==> src/design/rgb_led_fade_command_engine_top_macros.svh <==
// assertion macros for the rgb led fade command engine
`ifndef RGB_LED_FADE_COMMAND_ENGINE_TOP_MACROS_SVH
`define RGB_LED_FADE_COMMAND_ENGINE_TOP_MACROS_SVH
`ifndef SYNTH
// property must hold at every rising clock edge outside reset
`define RGBF_ASSERT(label, clk, rst_n, prop) \
    label: assert property (@(posedge clk) disable iff (!rst_n) prop) \
        else $error("rgbf property violated");
// condition must never be seen outside reset
`define RGBF_NEVER(label, clk, rst_n, cond) \
    label: assert property (@(posedge clk) disable iff (!rst_n) !(cond)) \
        else $error("rgbf forbidden condition seen");
`else
`define RGBF_ASSERT(label, clk, rst_n, prop)
`define RGBF_NEVER(label, clk, rst_n, cond)
`endif
`endif

==> src/design/rgbfce_pkg.sv <==
// shared types, constants and helper functions of the rgb led fade engine
package rgbfce_pkg;

    // default sizes
    localparam int NUM_LEDS_DEF        = 16;
    localparam int SELECTABLE_LEDS_DEF = 16;
    localparam int MAX_REPORT          = 16;

    // field widths
    localparam int LED_INDEX_W = 4;
    localparam int CH_W        = 8;
    localparam int COLOR_W     = 3 * CH_W;
    localparam int CMD_W       = 8;

    // request kinds
    localparam logic REQ_TICK = 1'b0;
    localparam logic REQ_CMD  = 1'b1;

    // command letters
    localparam logic [CMD_W-1:0] CMD_SELECT   = 8'h6C; // l
    localparam logic [CMD_W-1:0] CMD_SET_NOW  = 8'h6E; // n
    localparam logic [CMD_W-1:0] CMD_FADE_RGB = 8'h63; // c
    localparam logic [CMD_W-1:0] CMD_FADE_HSV = 8'h68; // h
    localparam logic [CMD_W-1:0] CMD_STEP     = 8'h66; // f

    // hsv and fade constants
    localparam logic [CH_W-1:0] HUE_SPAN   = 8'd43;
    localparam logic [CH_W-1:0] REM_SCALE  = 8'd6;
    localparam logic [CH_W-1:0] CH_MAX     = 8'd255;
    localparam logic [CH_W-1:0] STEP_RESET = 8'd1;

    typedef enum logic [2:0] {
        S_IDLE,
        S_HSV,
        S_WR,
        S_TRD,
        S_TUPD,
        S_TOUT
    } t_state;

    typedef enum logic [2:0] {
        H_REM,
        H_P,
        H_X1,
        H_Q,
        H_X2,
        H_T,
        H_PACK
    } t_hsv_step;

    // move one channel toward its target, landing when close enough
    function automatic logic [CH_W-1:0] slide_channel(input logic [CH_W-1:0] cur,
                                                     input logic [CH_W-1:0] dst,
                                                     input logic [CH_W-1:0] step);
        logic [CH_W-1:0] gap;
        logic [CH_W-1:0] res;
        gap = (cur > dst) ? (cur - dst) : (dst - cur);
        if (gap <= step) begin
            res = dst;
        end else if (cur < dst) begin
            res = cur + step;
        end else begin
            res = cur - step;
        end
        return res;
    endfunction

    // hue sector, hue / 43 by comparing against the sector starts
    function automatic logic [2:0] hsv_region(input logic [CH_W-1:0] h);
        logic [2:0] reg_n;
        if (h >= CH_W'(5 * HUE_SPAN)) begin
            reg_n = 3'd5;
        end else if (h >= CH_W'(4 * HUE_SPAN)) begin
            reg_n = 3'd4;
        end else if (h >= CH_W'(3 * HUE_SPAN)) begin
            reg_n = 3'd3;
        end else if (h >= CH_W'(2 * HUE_SPAN)) begin
            reg_n = 3'd2;
        end else if (h >= HUE_SPAN) begin
            reg_n = 3'd1;
        end else begin
            reg_n = 3'd0;
        end
        return reg_n;
    endfunction

endpackage

==> src/design/rgb_led_fade_command_engine_top.sv <==
// rgb led fade command engine: command decode, hsv sequencer and fade tick loop
//
//   channel   direction  handshake           payload
//   request   in         i_valid / o_stall   i_req_type i_cmd_code i_arg0 i_arg1 i_arg2
//   color     out        o_valid / i_stall   o_led_index o_red o_green o_blue o_last
//
// select, step and unknown commands complete on acceptance; n and c write every led in turn
// with all leds selected, or only the selected led if it exists; h first runs the hsv steps
// rem, p, x1, q, x2, t and pack on the shared 8x8 multiplier unless the saturation is zero.
// a tick reads the registered color ram, then updates each led and reports the first
// min(NUM_LEDS, 16) of them through the output register, one led per result; output stalls hold the loop.
// reset clears per-led valid bits at once, so no ram clearing pass is needed.
// o_stall is high while any request is in progress.
`include "rgb_led_fade_command_engine_top_macros.svh"
module rgb_led_fade_command_engine_top #(
    parameter int NUM_LEDS        = rgbfce_pkg::NUM_LEDS_DEF,
    parameter int SELECTABLE_LEDS = rgbfce_pkg::SELECTABLE_LEDS_DEF
) (
    input  logic                                i_clk,
    input  logic                                i_rst_n,
    input  logic                                i_valid,
    output logic                                o_stall,
    input  logic                                i_req_type,
    input  logic [rgbfce_pkg::CMD_W-1:0]        i_cmd_code,
    input  logic [rgbfce_pkg::CH_W-1:0]         i_arg0,
    input  logic [rgbfce_pkg::CH_W-1:0]         i_arg1,
    input  logic [rgbfce_pkg::CH_W-1:0]         i_arg2,
    output logic                                o_valid,
    input  logic                                i_stall,
    output logic [rgbfce_pkg::LED_INDEX_W-1:0]  o_led_index,
    output logic [rgbfce_pkg::CH_W-1:0]         o_red,
    output logic [rgbfce_pkg::CH_W-1:0]         o_green,
    output logic [rgbfce_pkg::CH_W-1:0]         o_blue,
    output logic                                o_last
);

    localparam int CH_W     = rgbfce_pkg::CH_W;
    localparam int COLOR_W  = rgbfce_pkg::COLOR_W;
    localparam int IDX_W    = (NUM_LEDS > 1) ? $clog2(NUM_LEDS) : 1;
    localparam int SEL_W    = $clog2(SELECTABLE_LEDS + 1);
    localparam int LAST_RPT = ((NUM_LEDS < rgbfce_pkg::MAX_REPORT) ?
                               NUM_LEDS : rgbfce_pkg::MAX_REPORT) - 1;
    localparam logic [IDX_W-1:0] IDX_END = IDX_W'(NUM_LEDS - 1);

    rgbfce_pkg::t_state    r_state, n_state;
    rgbfce_pkg::t_hsv_step r_hstep, n_hstep;

    logic [IDX_W-1:0]   r_idx, n_idx;
    logic [SEL_W-1:0]   r_sel, n_sel;
    logic [CH_W-1:0]    r_step, n_step;
    logic               r_now, n_now;
    logic [COLOR_W-1:0] r_color, n_color;
    logic [CH_W-1:0]    r_h, n_h;
    logic [CH_W-1:0]    r_s, n_s;
    logic [CH_W-1:0]    r_v, n_v;
    logic [2:0]         r_region, n_region;
    logic [CH_W-1:0]    r_rem, n_rem;
    logic [CH_W-1:0]    r_p, n_p;
    logic [CH_W-1:0]    r_x, n_x;
    logic [CH_W-1:0]    r_q, n_q;
    logic [CH_W-1:0]    r_t, n_t;
    logic [NUM_LEDS-1:0] r_cur_vld, n_cur_vld;
    logic [NUM_LEDS-1:0] r_tgt_vld, n_tgt_vld;
    logic               r_cur_vq;
    logic               r_tgt_vq;
    logic               r_out_vld, n_out_vld;
    logic [rgbfce_pkg::LED_INDEX_W-1:0] r_led_index, n_led_index;
    logic [CH_W-1:0]    r_red, n_red;
    logic [CH_W-1:0]    r_green, n_green;
    logic [CH_W-1:0]    r_blue, n_blue;
    logic               r_last, n_last;

    logic               accept;
    logic               sel_hit;
    logic [IDX_W-1:0]   sel_addr;
    logic [IDX_W-1:0]   raddr;
    logic [IDX_W-1:0]   waddr;
    logic               cur_we;
    logic               tgt_we;
    logic [COLOR_W-1:0] cur_wdata;
    logic [COLOR_W-1:0] cur_rdata;
    logic [COLOR_W-1:0] tgt_rdata;
    logic [COLOR_W-1:0] cur_color;
    logic [COLOR_W-1:0] tgt_color;
    logic [COLOR_W-1:0] new_color;
    logic [CH_W-1:0]    mul_a;
    logic [CH_W-1:0]    mul_b;
    logic [2*CH_W-1:0]  prod;
    logic [CH_W-1:0]    prod_hi;
    logic [2:0]         region_c;
    logic [CH_W-1:0]    hue_off;
    logic [CH_W-1:0]    rem_c;

    assign accept  = i_valid && !o_stall;
    assign o_stall = (r_state != rgbfce_pkg::S_IDLE);

    // addressing of the selected led
    assign sel_hit  = (r_sel != '0) && (32'(r_sel) <= NUM_LEDS);
    assign sel_addr = IDX_W'(r_sel - SEL_W'(1));

    // read one led ahead during the tick loop, clamped at the last led
    always_comb begin
        case (r_state)
            rgbfce_pkg::S_TUPD, rgbfce_pkg::S_TOUT: begin
                raddr = (r_idx == IDX_END) ? r_idx : IDX_W'(r_idx + 1'b1);
            end
            default: begin
                raddr = r_idx;
            end
        endcase
    end

    // color memories
    rgbfce_ram #(
        .WIDTH (COLOR_W),
        .DEPTH (NUM_LEDS)
    ) u_cur_ram (
        .i_clk   (i_clk),
        .i_we    (cur_we),
        .i_waddr (waddr),
        .i_wdata (cur_wdata),
        .i_raddr (raddr),
        .o_rdata (cur_rdata)
    );

    rgbfce_ram #(
        .WIDTH (COLOR_W),
        .DEPTH (NUM_LEDS)
    ) u_tgt_ram (
        .i_clk   (i_clk),
        .i_we    (tgt_we),
        .i_waddr (waddr),
        .i_wdata (r_color),
        .i_raddr (raddr),
        .o_rdata (tgt_rdata)
    );

    // entries never written read as black
    assign cur_color = r_cur_vq ? cur_rdata : '0;
    assign tgt_color = r_tgt_vq ? tgt_rdata : '0;

    // fade step on all three channels
    assign new_color = {
        rgbfce_pkg::slide_channel(cur_color[2*CH_W +: CH_W], tgt_color[2*CH_W +: CH_W], r_step),
        rgbfce_pkg::slide_channel(cur_color[CH_W +: CH_W], tgt_color[CH_W +: CH_W], r_step),
        rgbfce_pkg::slide_channel(cur_color[0 +: CH_W], tgt_color[0 +: CH_W], r_step)
    };

    // hue sector and scaled remainder
    assign region_c = rgbfce_pkg::hsv_region(r_h);
    assign hue_off  = r_h - CH_W'({5'b0, region_c} * rgbfce_pkg::HUE_SPAN);
    assign rem_c    = CH_W'(hue_off * rgbfce_pkg::REM_SCALE);

    // shared multiplier operand select
    always_comb begin
        case (r_hstep)
            rgbfce_pkg::H_P: begin
                mul_a = r_v;
                mul_b = rgbfce_pkg::CH_MAX - r_s;
            end
            rgbfce_pkg::H_X1: begin
                mul_a = r_s;
                mul_b = r_rem;
            end
            rgbfce_pkg::H_Q, rgbfce_pkg::H_T: begin
                mul_a = r_v;
                mul_b = rgbfce_pkg::CH_MAX - r_x;
            end
            rgbfce_pkg::H_X2: begin
                mul_a = r_s;
                mul_b = rgbfce_pkg::CH_MAX - r_rem;
            end
            default: begin
                mul_a = '0;
                mul_b = '0;
            end
        endcase
    end

    assign prod    = (2*CH_W)'(mul_a) * (2*CH_W)'(mul_b);
    assign prod_hi = prod[2*CH_W-1:CH_W];

    // next state
    always_comb begin
        n_state = r_state;
        case (r_state)
            rgbfce_pkg::S_IDLE: begin
                if (accept) begin
                    if (i_req_type == rgbfce_pkg::REQ_TICK) begin
                        n_state = rgbfce_pkg::S_TRD;
                    end else begin
                        case (i_cmd_code)
                            rgbfce_pkg::CMD_SET_NOW, rgbfce_pkg::CMD_FADE_RGB: begin
                                n_state = rgbfce_pkg::S_WR;
                            end
                            rgbfce_pkg::CMD_FADE_HSV: begin
                                n_state = (i_arg1 == '0) ? rgbfce_pkg::S_WR
                                                         : rgbfce_pkg::S_HSV;
                            end
                            default: begin
                                n_state = rgbfce_pkg::S_IDLE;
                            end
                        endcase
                    end
                end
            end
            rgbfce_pkg::S_HSV: begin
                if (r_hstep == rgbfce_pkg::H_PACK) begin
                    n_state = rgbfce_pkg::S_WR;
                end
            end
            rgbfce_pkg::S_WR: begin
                if (!((r_sel == '0) && (r_idx != IDX_END))) begin
                    n_state = rgbfce_pkg::S_IDLE;
                end
            end
            rgbfce_pkg::S_TRD: begin
                n_state = rgbfce_pkg::S_TUPD;
            end
            rgbfce_pkg::S_TUPD: begin
                if (32'(r_idx) < rgbfce_pkg::MAX_REPORT) begin
                    n_state = rgbfce_pkg::S_TOUT;
                end else if (r_idx == IDX_END) begin
                    n_state = rgbfce_pkg::S_IDLE;
                end
            end
            rgbfce_pkg::S_TOUT: begin
                if (!i_stall) begin
                    n_state = (r_idx == IDX_END) ? rgbfce_pkg::S_IDLE : rgbfce_pkg::S_TUPD;
                end
            end
            default: begin
                n_state = rgbfce_pkg::S_IDLE;
            end
        endcase
    end

    // datapath, memory writes and output register loads
    always_comb begin
        n_hstep     = r_hstep;
        n_idx       = r_idx;
        n_sel       = r_sel;
        n_step      = r_step;
        n_now       = r_now;
        n_color     = r_color;
        n_h         = r_h;
        n_s         = r_s;
        n_v         = r_v;
        n_region    = r_region;
        n_rem       = r_rem;
        n_p         = r_p;
        n_x         = r_x;
        n_q         = r_q;
        n_t         = r_t;
        n_cur_vld   = r_cur_vld;
        n_tgt_vld   = r_tgt_vld;
        n_out_vld   = r_out_vld;
        n_led_index = r_led_index;
        n_red       = r_red;
        n_green     = r_green;
        n_blue      = r_blue;
        n_last      = r_last;
        waddr       = r_idx;
        cur_we      = 1'b0;
        tgt_we      = 1'b0;
        cur_wdata   = r_color;
        case (r_state)
            rgbfce_pkg::S_IDLE: begin
                if (accept) begin
                    n_idx = '0;
                    n_h   = i_arg0;
                    n_s   = i_arg1;
                    n_v   = i_arg2;
                    if (i_req_type == rgbfce_pkg::REQ_CMD) begin
                        case (i_cmd_code)
                            rgbfce_pkg::CMD_SELECT: begin
                                n_sel = (32'(i_arg0) > SELECTABLE_LEDS) ? '0
                                                                        : SEL_W'(i_arg0);
                            end
                            rgbfce_pkg::CMD_STEP: begin
                                n_step = i_arg0;
                            end
                            rgbfce_pkg::CMD_SET_NOW: begin
                                n_color = {i_arg0, i_arg1, i_arg2};
                                n_now   = 1'b1;
                            end
                            rgbfce_pkg::CMD_FADE_RGB: begin
                                n_color = {i_arg0, i_arg1, i_arg2};
                                n_now   = 1'b0;
                            end
                            rgbfce_pkg::CMD_FADE_HSV: begin
                                // grey at the value level unless the sequencer overrides
                                n_color = {i_arg2, i_arg2, i_arg2};
                                n_now   = 1'b0;
                                n_hstep = rgbfce_pkg::H_REM;
                            end
                            default: begin
                                n_now = r_now;
                            end
                        endcase
                    end
                end
            end
            rgbfce_pkg::S_HSV: begin
                case (r_hstep)
                    rgbfce_pkg::H_REM: begin
                        n_region = region_c;
                        n_rem    = rem_c;
                        n_hstep  = rgbfce_pkg::H_P;
                    end
                    rgbfce_pkg::H_P: begin
                        n_p     = prod_hi;
                        n_hstep = rgbfce_pkg::H_X1;
                    end
                    rgbfce_pkg::H_X1: begin
                        n_x     = prod_hi;
                        n_hstep = rgbfce_pkg::H_Q;
                    end
                    rgbfce_pkg::H_Q: begin
                        n_q     = prod_hi;
                        n_hstep = rgbfce_pkg::H_X2;
                    end
                    rgbfce_pkg::H_X2: begin
                        n_x     = prod_hi;
                        n_hstep = rgbfce_pkg::H_T;
                    end
                    rgbfce_pkg::H_T: begin
                        n_t     = prod_hi;
                        n_hstep = rgbfce_pkg::H_PACK;
                    end
                    default: begin
                        // channel order by hue sector
                        case (r_region)
                            3'd0:    n_color = {r_v, r_t, r_p};
                            3'd1:    n_color = {r_q, r_v, r_p};
                            3'd2:    n_color = {r_p, r_v, r_t};
                            3'd3:    n_color = {r_p, r_q, r_v};
                            3'd4:    n_color = {r_t, r_p, r_v};
                            default: n_color = {r_v, r_p, r_q};
                        endcase
                        n_hstep = rgbfce_pkg::H_REM;
                    end
                endcase
            end
            rgbfce_pkg::S_WR: begin
                // sweep all leds, or write the selected one if it exists
                waddr     = (r_sel == '0) ? r_idx : sel_addr;
                tgt_we    = (r_sel == '0) || sel_hit;
                cur_we    = tgt_we && r_now;
                cur_wdata = r_color;
                if ((r_sel == '0) && (r_idx != IDX_END)) begin
                    n_idx = IDX_W'(r_idx + 1'b1);
                end
            end
            rgbfce_pkg::S_TUPD: begin
                waddr     = r_idx;
                cur_we    = 1'b1;
                cur_wdata = new_color;
                if (32'(r_idx) < rgbfce_pkg::MAX_REPORT) begin
                    n_out_vld   = 1'b1;
                    n_led_index = rgbfce_pkg::LED_INDEX_W'(r_idx);
                    n_red       = new_color[2*CH_W +: CH_W];
                    n_green     = new_color[CH_W +: CH_W];
                    n_blue      = new_color[0 +: CH_W];
                    n_last      = (32'(r_idx) == LAST_RPT);
                end else if (r_idx != IDX_END) begin
                    n_idx = IDX_W'(r_idx + 1'b1);
                end
            end
            rgbfce_pkg::S_TOUT: begin
                if (!i_stall) begin
                    n_out_vld = 1'b0;
                    if (r_idx != IDX_END) begin
                        n_idx = IDX_W'(r_idx + 1'b1);
                    end
                end
            end
            default: begin
                n_out_vld = 1'b0;
            end
        endcase
        // mark written entries
        if (cur_we) begin
            n_cur_vld[waddr] = 1'b1;
        end
        if (tgt_we) begin
            n_tgt_vld[waddr] = 1'b1;
        end
    end

    // control registers
    always_ff @(posedge i_clk) begin
        if (!i_rst_n) begin
            r_state   <= rgbfce_pkg::S_IDLE;
            r_hstep   <= rgbfce_pkg::H_REM;
            r_idx     <= '0;
            r_sel     <= '0;
            r_step    <= rgbfce_pkg::STEP_RESET;
            r_cur_vld <= '0;
            r_tgt_vld <= '0;
            r_out_vld <= 1'b0;
        end else begin
            r_state   <= n_state;
            r_hstep   <= n_hstep;
            r_idx     <= n_idx;
            r_sel     <= n_sel;
            r_step    <= n_step;
            r_cur_vld <= n_cur_vld;
            r_tgt_vld <= n_tgt_vld;
            r_out_vld <= n_out_vld;
        end
    end

    // payload registers
    always_ff @(posedge i_clk) begin
        r_now       <= n_now;
        r_color     <= n_color;
        r_h         <= n_h;
        r_s         <= n_s;
        r_v         <= n_v;
        r_region    <= n_region;
        r_rem       <= n_rem;
        r_p         <= n_p;
        r_x         <= n_x;
        r_q         <= n_q;
        r_t         <= n_t;
        r_cur_vq    <= r_cur_vld[raddr];
        r_tgt_vq    <= r_tgt_vld[raddr];
        r_led_index <= n_led_index;
        r_red       <= n_red;
        r_green     <= n_green;
        r_blue      <= n_blue;
        r_last      <= n_last;
    end

    assign o_valid     = r_out_vld;
    assign o_led_index = r_led_index;
    assign o_red       = r_red;
    assign o_green     = r_green;
    assign o_blue      = r_blue;
    assign o_last      = r_last;

    // checks
    `RGBF_NEVER(a_result_while_idle, i_clk, i_rst_n, r_out_vld && !o_stall)
    `RGBF_NEVER(a_no_write_idle, i_clk, i_rst_n, (r_state == rgbfce_pkg::S_IDLE) && (cur_we || tgt_we))
    `RGBF_NEVER(a_sel_in_range, i_clk, i_rst_n, 32'(r_sel) > SELECTABLE_LEDS)
    `RGBF_ASSERT(a_tick_starts_read, i_clk, i_rst_n, (accept && (i_req_type == rgbfce_pkg::REQ_TICK)) |=> (r_state == rgbfce_pkg::S_TRD))
    `RGBF_ASSERT(a_final_led_ends, i_clk, i_rst_n, (r_out_vld && !i_stall && (r_idx == IDX_END)) |=> (r_state == rgbfce_pkg::S_IDLE))

endmodule

==> src/design/rgbfce_ram.sv <==
// generic single write port ram with registered read
module rgbfce_ram #(
    parameter int WIDTH = 8,
    parameter int DEPTH = 16,
    localparam int ADDR_W = (DEPTH > 1) ? $clog2(DEPTH) : 1
) (
    input  logic              i_clk,
    input  logic              i_we,
    input  logic [ADDR_W-1:0] i_waddr,
    input  logic [WIDTH-1:0]  i_wdata,
    input  logic [ADDR_W-1:0] i_raddr,
    output logic [WIDTH-1:0]  o_rdata
);

    logic [WIDTH-1:0] r_mem [DEPTH];
    logic [WIDTH-1:0] r_rdata;

    // write port and registered read port
    always_ff @(posedge i_clk) begin
        if (i_we) begin
            r_mem[i_waddr] <= i_wdata;
        end
        r_rdata <= r_mem[i_raddr];
    end

    assign o_rdata = r_rdata;

endmodule
==> config.mk <==
export PLATFORM = sky130hd
export DESIGN_NAME = rgb_led_fade_command_engine_top
export DESIGN_NICKNAME = d
export VERILOG_FILES = /design/src/design/rgbfce_pkg.sv /design/src/design/rgb_led_fade_command_engine_top.sv /design/src/design/rgbfce_ram.sv
export VERILOG_INCLUDE_DIRS = /design/src /design/src/design
export SDC_FILE = /design/constraint.sdc
export NUM_CORES = 2
export LEC_CHECK = 0
export BUFFER_PORTS_ARGS = -buffer_cell sky130_fd_sc_hd__buf_2
export CORE_MARGIN = 4
export CORE_UTILIZATION = 60
export DETAILED_ROUTE_END_ITERATION = 10
export PLACE_DENSITY_LB_ADDON = 0.3
export SYNTH_ARGS = -nofsm -noshare
export SYNTH_HDL_FRONTEND = slang
export SYNTH_HIERARCHICAL = 1
export SYNTH_SLANG_ARGS = --single-unit
==> constraint.sdc <==
create_clock -name i_clk -period 7.25 [get_ports i_clk]
set_input_delay 1.0875 -clock i_clk [delete_from_list [all_inputs] [get_ports i_clk]]
set_output_delay 1.0875 -clock i_clk [all_outputs]
set_load 0.02 [all_outputs]
Yosys cells after proc, flatten, opt, wreduce, memory -nomap -nowiden
Memory sizes are Yosys's and may differ from the RTL's. A register that Yosys moved wholly into a read port is not among the register bits.
Index checks and enable logic that the tools add are counted.
{"block": "classes", "magnitude_cmp": 19, "n_eq_ne": 32, "bitwise": 3, "addsub": 18, "n_mux": 64, "reduce_logical": 39, "n_mul": 3}
{"operator": "$mux 24", "n": 6}
{"operator": "$pmux 24 s5", "n": 1}
{"operator": "$pmux 24 s2", "n": 2}
{"operator": "$sub 8x8->8", "n": 10}
{"operator": "$mux 8", "n": 9}
{"operator": "$eq 8x7->1 const B", "n": 5}
{"operator": "$pmux 3 s6", "n": 2}
{"operator": "$mux 4", "n": 8}
{"operator": "$or 16x16->16", "n": 2}
{"operator": "$pmux 8 s4", "n": 1}
{"operator": "$mux 3", "n": 10}
{"operator": "$add 8x8->8", "n": 3}
{"operator": "$ge 8x8->1 const B", "n": 3}
{"operator": "$gt 8x8->1", "n": 3}
{"operator": "$le 8x8->1", "n": 3}
{"operator": "$lt 8x8->1", "n": 3}
{"operator": "$sub 8x8->8 const A", "n": 3}
{"operator": "$reduce_and 4->1", "n": 5}
{"operator": "$eq 3x2->1 const B", "n": 6}
{"operator": "$eq 3x3->1 const B", "n": 6}
{"operator": "$ne 2x2->1 const B", "n": 9}
{"operator": "$mul 8x8->16", "n": 1}
{"operator": "$pmux 8 s2", "n": 1}
{"operator": "$reduce_and 2->1", "n": 7}
{"operator": "other kinds (38)", "n": 69}
{"block": "totals", "inputBits": 37, "output_inout_bits": 31, "mem_bits_rw": 768, "n_memories": 2, "word_cells": 206, "register_bits": 178}
{"memory": "u_cur_ram.r_mem", "words": 16, "word_bits": 24, "read_ports": 1, "rd_ports_with_merged_regs": 1, "wr": 1, "line_no": "rgbfce_ram.sv:15", "text": "logic [WIDTH-1:0] r_mem [DEPTH];"}
{"memory": "u_tgt_ram.r_mem", "words": 16, "word_bits": 24, "read_ports": 1, "rd_ports_with_merged_regs": 1, "wr": 1, "line_no": "rgbfce_ram.sv:15"}

Longest topological paths before layout
{"block": "depth", "depth_word": 9, "ltp_mapped": 23, "mapped_depth_nobuf": 21}

Cells and area by module
Netlist, hierarchy kept.
{"module": "rgbfce_ram", "area_each_um2": 14930.6, "n_inst": 2, "cells_each": 636, "seq_area_each_um2": 12011.5}
{"module": "rgb_led_fade_command_engine_top", "area_each_um2": 15314.7, "n_inst": 1, "cells_each": 1705, "seq_area_each_um2": 4764.6}

Worst setup path before layout
OpenSTA, ideal clock, no wires.
{"block": "synth_path", "path_kind": "flip-flop to flip-flop", "startpoint": "reg r_hstep[1]", "endpoint": "reg r_p[6] (data pin)", "t_arrival_ns": 5.331, "path_buffers": 2, "setup_time_ns": 0.272, "required_ns": 6.978, "stages_incl_launch_ff": 22, "slack_ns": 1.646, "cell_sequence": "dfxtp_1 > buf_2 > buf_1 > mux2_2 > o221ai_1 > o21ai_1 > or2_2 > fa_1 > fa_1 > inv_1 > fa_1 > inv_1 > fa_1 > inv_1 > ha_1 > a21oi_1 > a21oi_1 > a21oi_1 > o21ai_1 > a211o_1 > a41oi_1 > xnor2_1"}
{"block": "synth_via", "elab_chain_cells": 4, "elab_cells_between_ends": 11, "cone_classes": "1 x mul; 5 x eq/ne; 2 x mux; 3 x reduce/logical"}
{"item": "from (decl)", "line_no": "rgb_led_fade_command_engine_top.sv:46", "text": "rgbfce_pkg::t_hsv_step r_hstep, n_hstep;"}
{"item": "from (signal assigned)", "line_no": "rgb_led_fade_command_engine_top.sv:395", "text": "r_hstep <= rgbfce_pkg::H_REM;"}
{"item": "from (signal assigned)", "line_no": "rgb_led_fade_command_engine_top.sv:404", "text": "r_hstep <= n_hstep;"}
{"item": "$eq 3x3->1, or another cell as far along", "line_no": "rgb_led_fade_command_engine_top.sv:156", "text": "case (r_hstep)"}
{"item": "$reduce_or 2->1, or another cell as far along", "line_no": "rgb_led_fade_command_engine_top.sv:156"}
{"item": "$pmux 8 s4 or $pmux 8 s2 (tied branches)", "line_no": "rgb_led_fade_command_engine_top.sv:156"}
{"item": "$mul 8x8->16 *", "line_no": "rgb_led_fade_command_engine_top.sv:180", "text": "assign prod = (2*CH_W)'(mul_a) * (2*CH_W)'(mul_b);"}
{"item": "via prod[14]", "line_no": "rgb_led_fade_command_engine_top.sv:88", "text": "logic [2*CH_W-1:0] prod;"}
{"item": "to (signal assigned)", "line_no": "rgb_led_fade_command_engine_top.sv:423", "text": "r_p <= n_p;"}
{"item": "to (decl)", "line_no": "rgb_led_fade_command_engine_top.sv:58", "text": "logic [CH_W-1:0] r_p, n_p;"}
Mark *: on every way through the listed nets, which the timed path passes. The rest lies on a longest branch.
A chain may end at the register's enable or synchronous reset.

Final worst setup path
{"block": "layout_path", "startpoint": "reg r_hstep[1]", "endpoint": "reg r_t[6] (data pin)"}
{"block": "layout_via", "elab_chain_cells": 4, "elab_cells_between_ends": 11, "cone_classes": "1 x mul; 5 x eq/ne; 2 x mux; 3 x reduce/logical"}
{"item": "$eq 3x3->1, or another cell as far along", "line_no": "rgb_led_fade_command_engine_top.sv:156"}
{"item": "$reduce_or 2->1, or another cell as far along", "line_no": "rgb_led_fade_command_engine_top.sv:156"}
{"item": "$pmux 8 s4 or $pmux 8 s2 (tied branches)", "line_no": "rgb_led_fade_command_engine_top.sv:156"}
{"item": "$mul 8x8->16 *", "line_no": "rgb_led_fade_command_engine_top.sv:180"}
{"item": "via prod[14]", "line_no": "rgb_led_fade_command_engine_top.sv:88"}
{"item": "to (signal assigned)", "line_no": "rgb_led_fade_command_engine_top.sv:426", "text": "r_t <= n_t;"}
{"item": "to (decl)", "line_no": "rgb_led_fade_command_engine_top.sv:61", "text": "logic [CH_W-1:0] r_t, n_t;"}
Marked as above.

==> flow_summary_export.csv <==
group,metric,value,unit
status,status,"finished clean",
cts,clock_sinks,994,
timing,rsz0062_at_grt,"no",
cts,post_cts_resize_count,0,
logic_synthesis,syn_area_per_cell,15.2,um^2
logic_synthesis,synth_flop_cell,"edfxtp_1",
logic_synthesis,synth.area.top_cells,"edfxtp_1 (59%), mux4_2 (9.7%), dfxtp_1 (4.7%), ha_1 (4.0%), fa_1 (2.1%)",
power_and_ir_drop,combPwrFrac,26.1,%
timing,whs,0.460,ns
timing,setup_viol,0,
final_layout,fillers,4971,
worst_setup_path,slowest_stage,"dfxtp_1",
power_and_ir_drop,p_leak,0.0174,uW
logic_synthesis,yosysUniqueCellTypes,82,
logic_synthesis,synth.mux.area_fraction,11.8,%
cts,clk_pin_slew,0.06,ns
global_route,grt_max_degree,84,
timing,setup_slack,0.847,ns
floorplanning,start_util,60.6,%
worst_setup_path,cpPeakStageDelay,0.80,ns
worst_setup_path,cp.buffers_inverters,2,
logic_synthesis,yosys.area_share.xor_xnor,1.63,%
logic_synthesis,synth_area_leader_cell,"edfxtp_1",
global_route,grt_pass1_wl,169000,um
worst_setup_path,cp_cell_sequence,"nand2b_1, o21ai_0, o21ai_1, nor2_1, fa_1, fa_1, fa_1, inv_1, fa_1, inv_1, ha_1, a21oi_1, a21oi_1, a21oi_1, o21ai_1, a211o_1, a41oi_1, xnor2_1",
detailed_routing,vias,27000,
floorplanning,dieWidth,282,um
cts,tritoncts,"yes",
hold_path,holdCritPathClass,"reg -> reg",
power_and_ir_drop,power.internal,11000,uW
timing,period_share,88.3,%
final_layout,syn2layout_area_growth,10.4,%
timing,clock.fmax,0.156,GHz
detailed_routing,first_iter_violations,3140,
global_route,gr-total-overflow,0,
detailed_routing,vias_per_cell,6.57,
placement,place_ws,0.914,ns
logic_synthesis,synthSimpleGateAreaFrac,6.58,%
floorplanning,core_area,0.0746,mm^2
logic_synthesis,syn_inst,2977,
final_layout,n_antenna_cell,0,
worst_setup_path,cp-start-kind,"flop",
timing,hold_violations,0,
worst_setup_path,path_class,"reg -> reg",
detailed_routing,drc,0,
floorplanning,num_io_pins,68,
logic_synthesis,synth_top_family_by_area,"multiplexers",
floorplanning,die_h,282,um
global_route,antenna_found_initial,0,
floorplanning,die-area,0.0797,mm^2
logic_synthesis,yosys_warnings,6,
power_and_ir_drop,switching_share,29.5,%
job,drv_cap,0,
cts,cts_max_level,3,
detailed_routing,firstDrtPassIters,8,
placement,place_congestion,0.913,
power_and_ir_drop,p_clk_share,31.5,%
cts,clk_latency,0.67,ns
logic_synthesis,ys_seq_area_share,63.7,%
worst_setup_path,cp-end-kind,"flop",
logic_synthesis,synth-compound-area-share,7.48,%
cts,cts_setup_buffers,0,
power_and_ir_drop,p_sw,4630,uW
logic_synthesis,synth_edf_count,888,
logic_synthesis,synthMostInstantiatedCell,"edfxtp_1",
final_layout,drive_gt1_share,18.3,%
logic_synthesis,synth.cell_area,0.0452,mm^2
global_route,grt_pass1_vias,27400,
detailed_routing,wirelength,112000,um
worst_setup_path,cp_max_fo,21,
logic_synthesis,yosys-top-cells-count,"edfxtp_1 (888), nand2_1 (233), mux4_2 (194), inv_1 (149), nor2_1 (147)",
cts,clk_path_buf_depth,3,
power_and_ir_drop,p_per_area,314,mW/mm^2
placement,numPortBuffers,67,
timing,clock_skew,0.0254,ns
logic_synthesis,async_reset_ff_share,0,%
global_route,grtUsageTotal,28.5,%
power_and_ir_drop,seqPwrFrac,42.4,%
timing,worst_pin_slew,1.20,ns
cts,clockRootBuffer,"clkbuf_16",
cts,hold_buffers,0,
logic_synthesis,synthAdderAreaFrac,6.12,%
cts,numCtsBuffers,96,
worst_setup_path,cp.arrival,6.85,ns
timing,layout_min_cycle_time,6.40,ns
timing,setup_tns,0,ns
power_and_ir_drop,ir_worst_vdd,0.500,mV
floorplanning,rows,100,
placement,dpl.hpwl,68600,um
final_layout,nets,3292,
timing,slew_headroom,19.7,%
detailed_routing,wl_per_cell,27.2,um
worst_setup_path,crit_path_frequent_cell,"fa_1",
timing,slew_violations,0,
logic_synthesis,synth_top_area_share,59.0,%
logic_synthesis,syn-num-nets,3206,
logic_synthesis,ys_ff_latch,994,
worst_setup_path,cp_top_family,"adder cells",
detailed_routing,drtAntennaViolNets,0,
worst_setup_path,crit_required,7.70,ns
[cells by family after synthesis]
family,count (synthesis)
AOI/OAI and AO/OA,508
xor gates and xnor gates,84
adders and majority gates,192
buffers and inverters,290
DFF,994
muxes,286
and+or+nand+nor,623
[registers in the layout (all words and copies together) (netlist names), 5 cells and up]
signal,count
o_blue,8
o_green,8
o_red,8
r_color,24
r_cur_vld,16
r_h,8
r_p,8
r_q,8
r_rem,7
r_s,8
r_sel,5
r_step,8
r_t,8
r_tgt_vld,16
r_v,8
r_x,8
u_cur_ram/o_rdata,24
u_cur_ram/r_mem,384
u_tgt_ram/o_rdata,24
u_tgt_ram/r_mem,384
[routing by layer]
layer	track usage, %	share of wire [%]
met1	41.0	40
met2	46.2	48
met3	5.01	9.6
met4	7.01	2.3
met5	0	0
[cell usage in the layout, fill, tap and decap left out, types with 13 or more instances in the layout]
cell type and count:
or2_2 22, xnor2_1 66, dfxtp_1 106, nor2_2 27, a21o_1 39, o22ai_1 13, o21ai_1 16, a31oi_1 24
nor3_1 27, a21oi_1 117, nor2b_1 45, xor2_1 17, mux4_2 194, buf_2 67, buf_4 57, fa_1 48
edfxtp_1 888, mux2_2 32, inv_1 149, a22oi_1 97, clkbuf_16 97, nand2_1 233, clkinv_1 20, a221oi_1 13
o21ai_0 63, a211oi_1 28, o21a_1 23, clkbuf_1 18, nor2_1 120, ha_1 144, nand3_1 23, nand2b_1 24
clkinv_2 18, and2_1 22, mux2i_1 58
[worst reg2reg max path, stage by stage (launching register included)]
cell and delay [ns]:
dfxtp_1 0.80, nand2b_1 0.51, o21ai_0 0.15, o21ai_1 0.63
nor2_1 0.15, fa_1 0.59, fa_1 0.44, fa_1 0.54
inv_1 0.05, fa_1 0.53, inv_1 0.05, ha_1 0.36
a21oi_1 0.24, a21oi_1 0.14, a21oi_1 0.15, o21ai_1 0.10
a211o_1 0.31, a41oi_1 0.24, xnor2_1 0.21
[area by class of cell]
class	count	area [um^2]	share of cell area [%]
Sequential cell	994	28800	57.7
Clock buffer	125	2630	5.28
Tap cell	969	1210	2.43
Clock inverter	55	519	1.04
Timing Repair Buffer	127	823	1.65
Inverter	151	567	1.14
Multi-Input combinational cell	1693	15400	30.8
[through the flow]
step	power [uW]	utilization (%)	instances	instance area (um^2)
5_1_grt	16400	66.9	4114	49900
4_1_cts	15700	66.9	4114	49900
6_report	15700	66.9	4114	49900
3_5_place_dp	10800	62.7	3934	46700
2_1_floorplan	9680	-	2977	45200
3_3_place_gp	10600	62.7	3934	46700
[final timing paths]
path              slack, ns          start  cells past startpoint       endpoint
hold / removal         0.46  r_cur_vld[10]                      1  r_cur_vld[10]
setup reg to reg       0.85     r_hstep[1]                     18         r_t[6]
setup / recovery       0.85     r_hstep[1]                     18         r_t[6]
hold reg to reg        0.46  r_cur_vld[10]                      1  r_cur_vld[10]
[power groups by stage]
| stage | combinational, uW | clock (uW) | sequential, uW |
|---|---|---|---|
| global placement | 3870 | 0 | 6760 |
| detailed placement | 3990 | 0 | 6760 |
| global route | 4430 | 5270 | 6650 |
| CTS | 4030 | 5000 | 6640 |
| floorplan | 3000 | 0 | 6680 |
| finish | 4100 | 4930 | 6650 |
(Power assumes the default switching activity.)
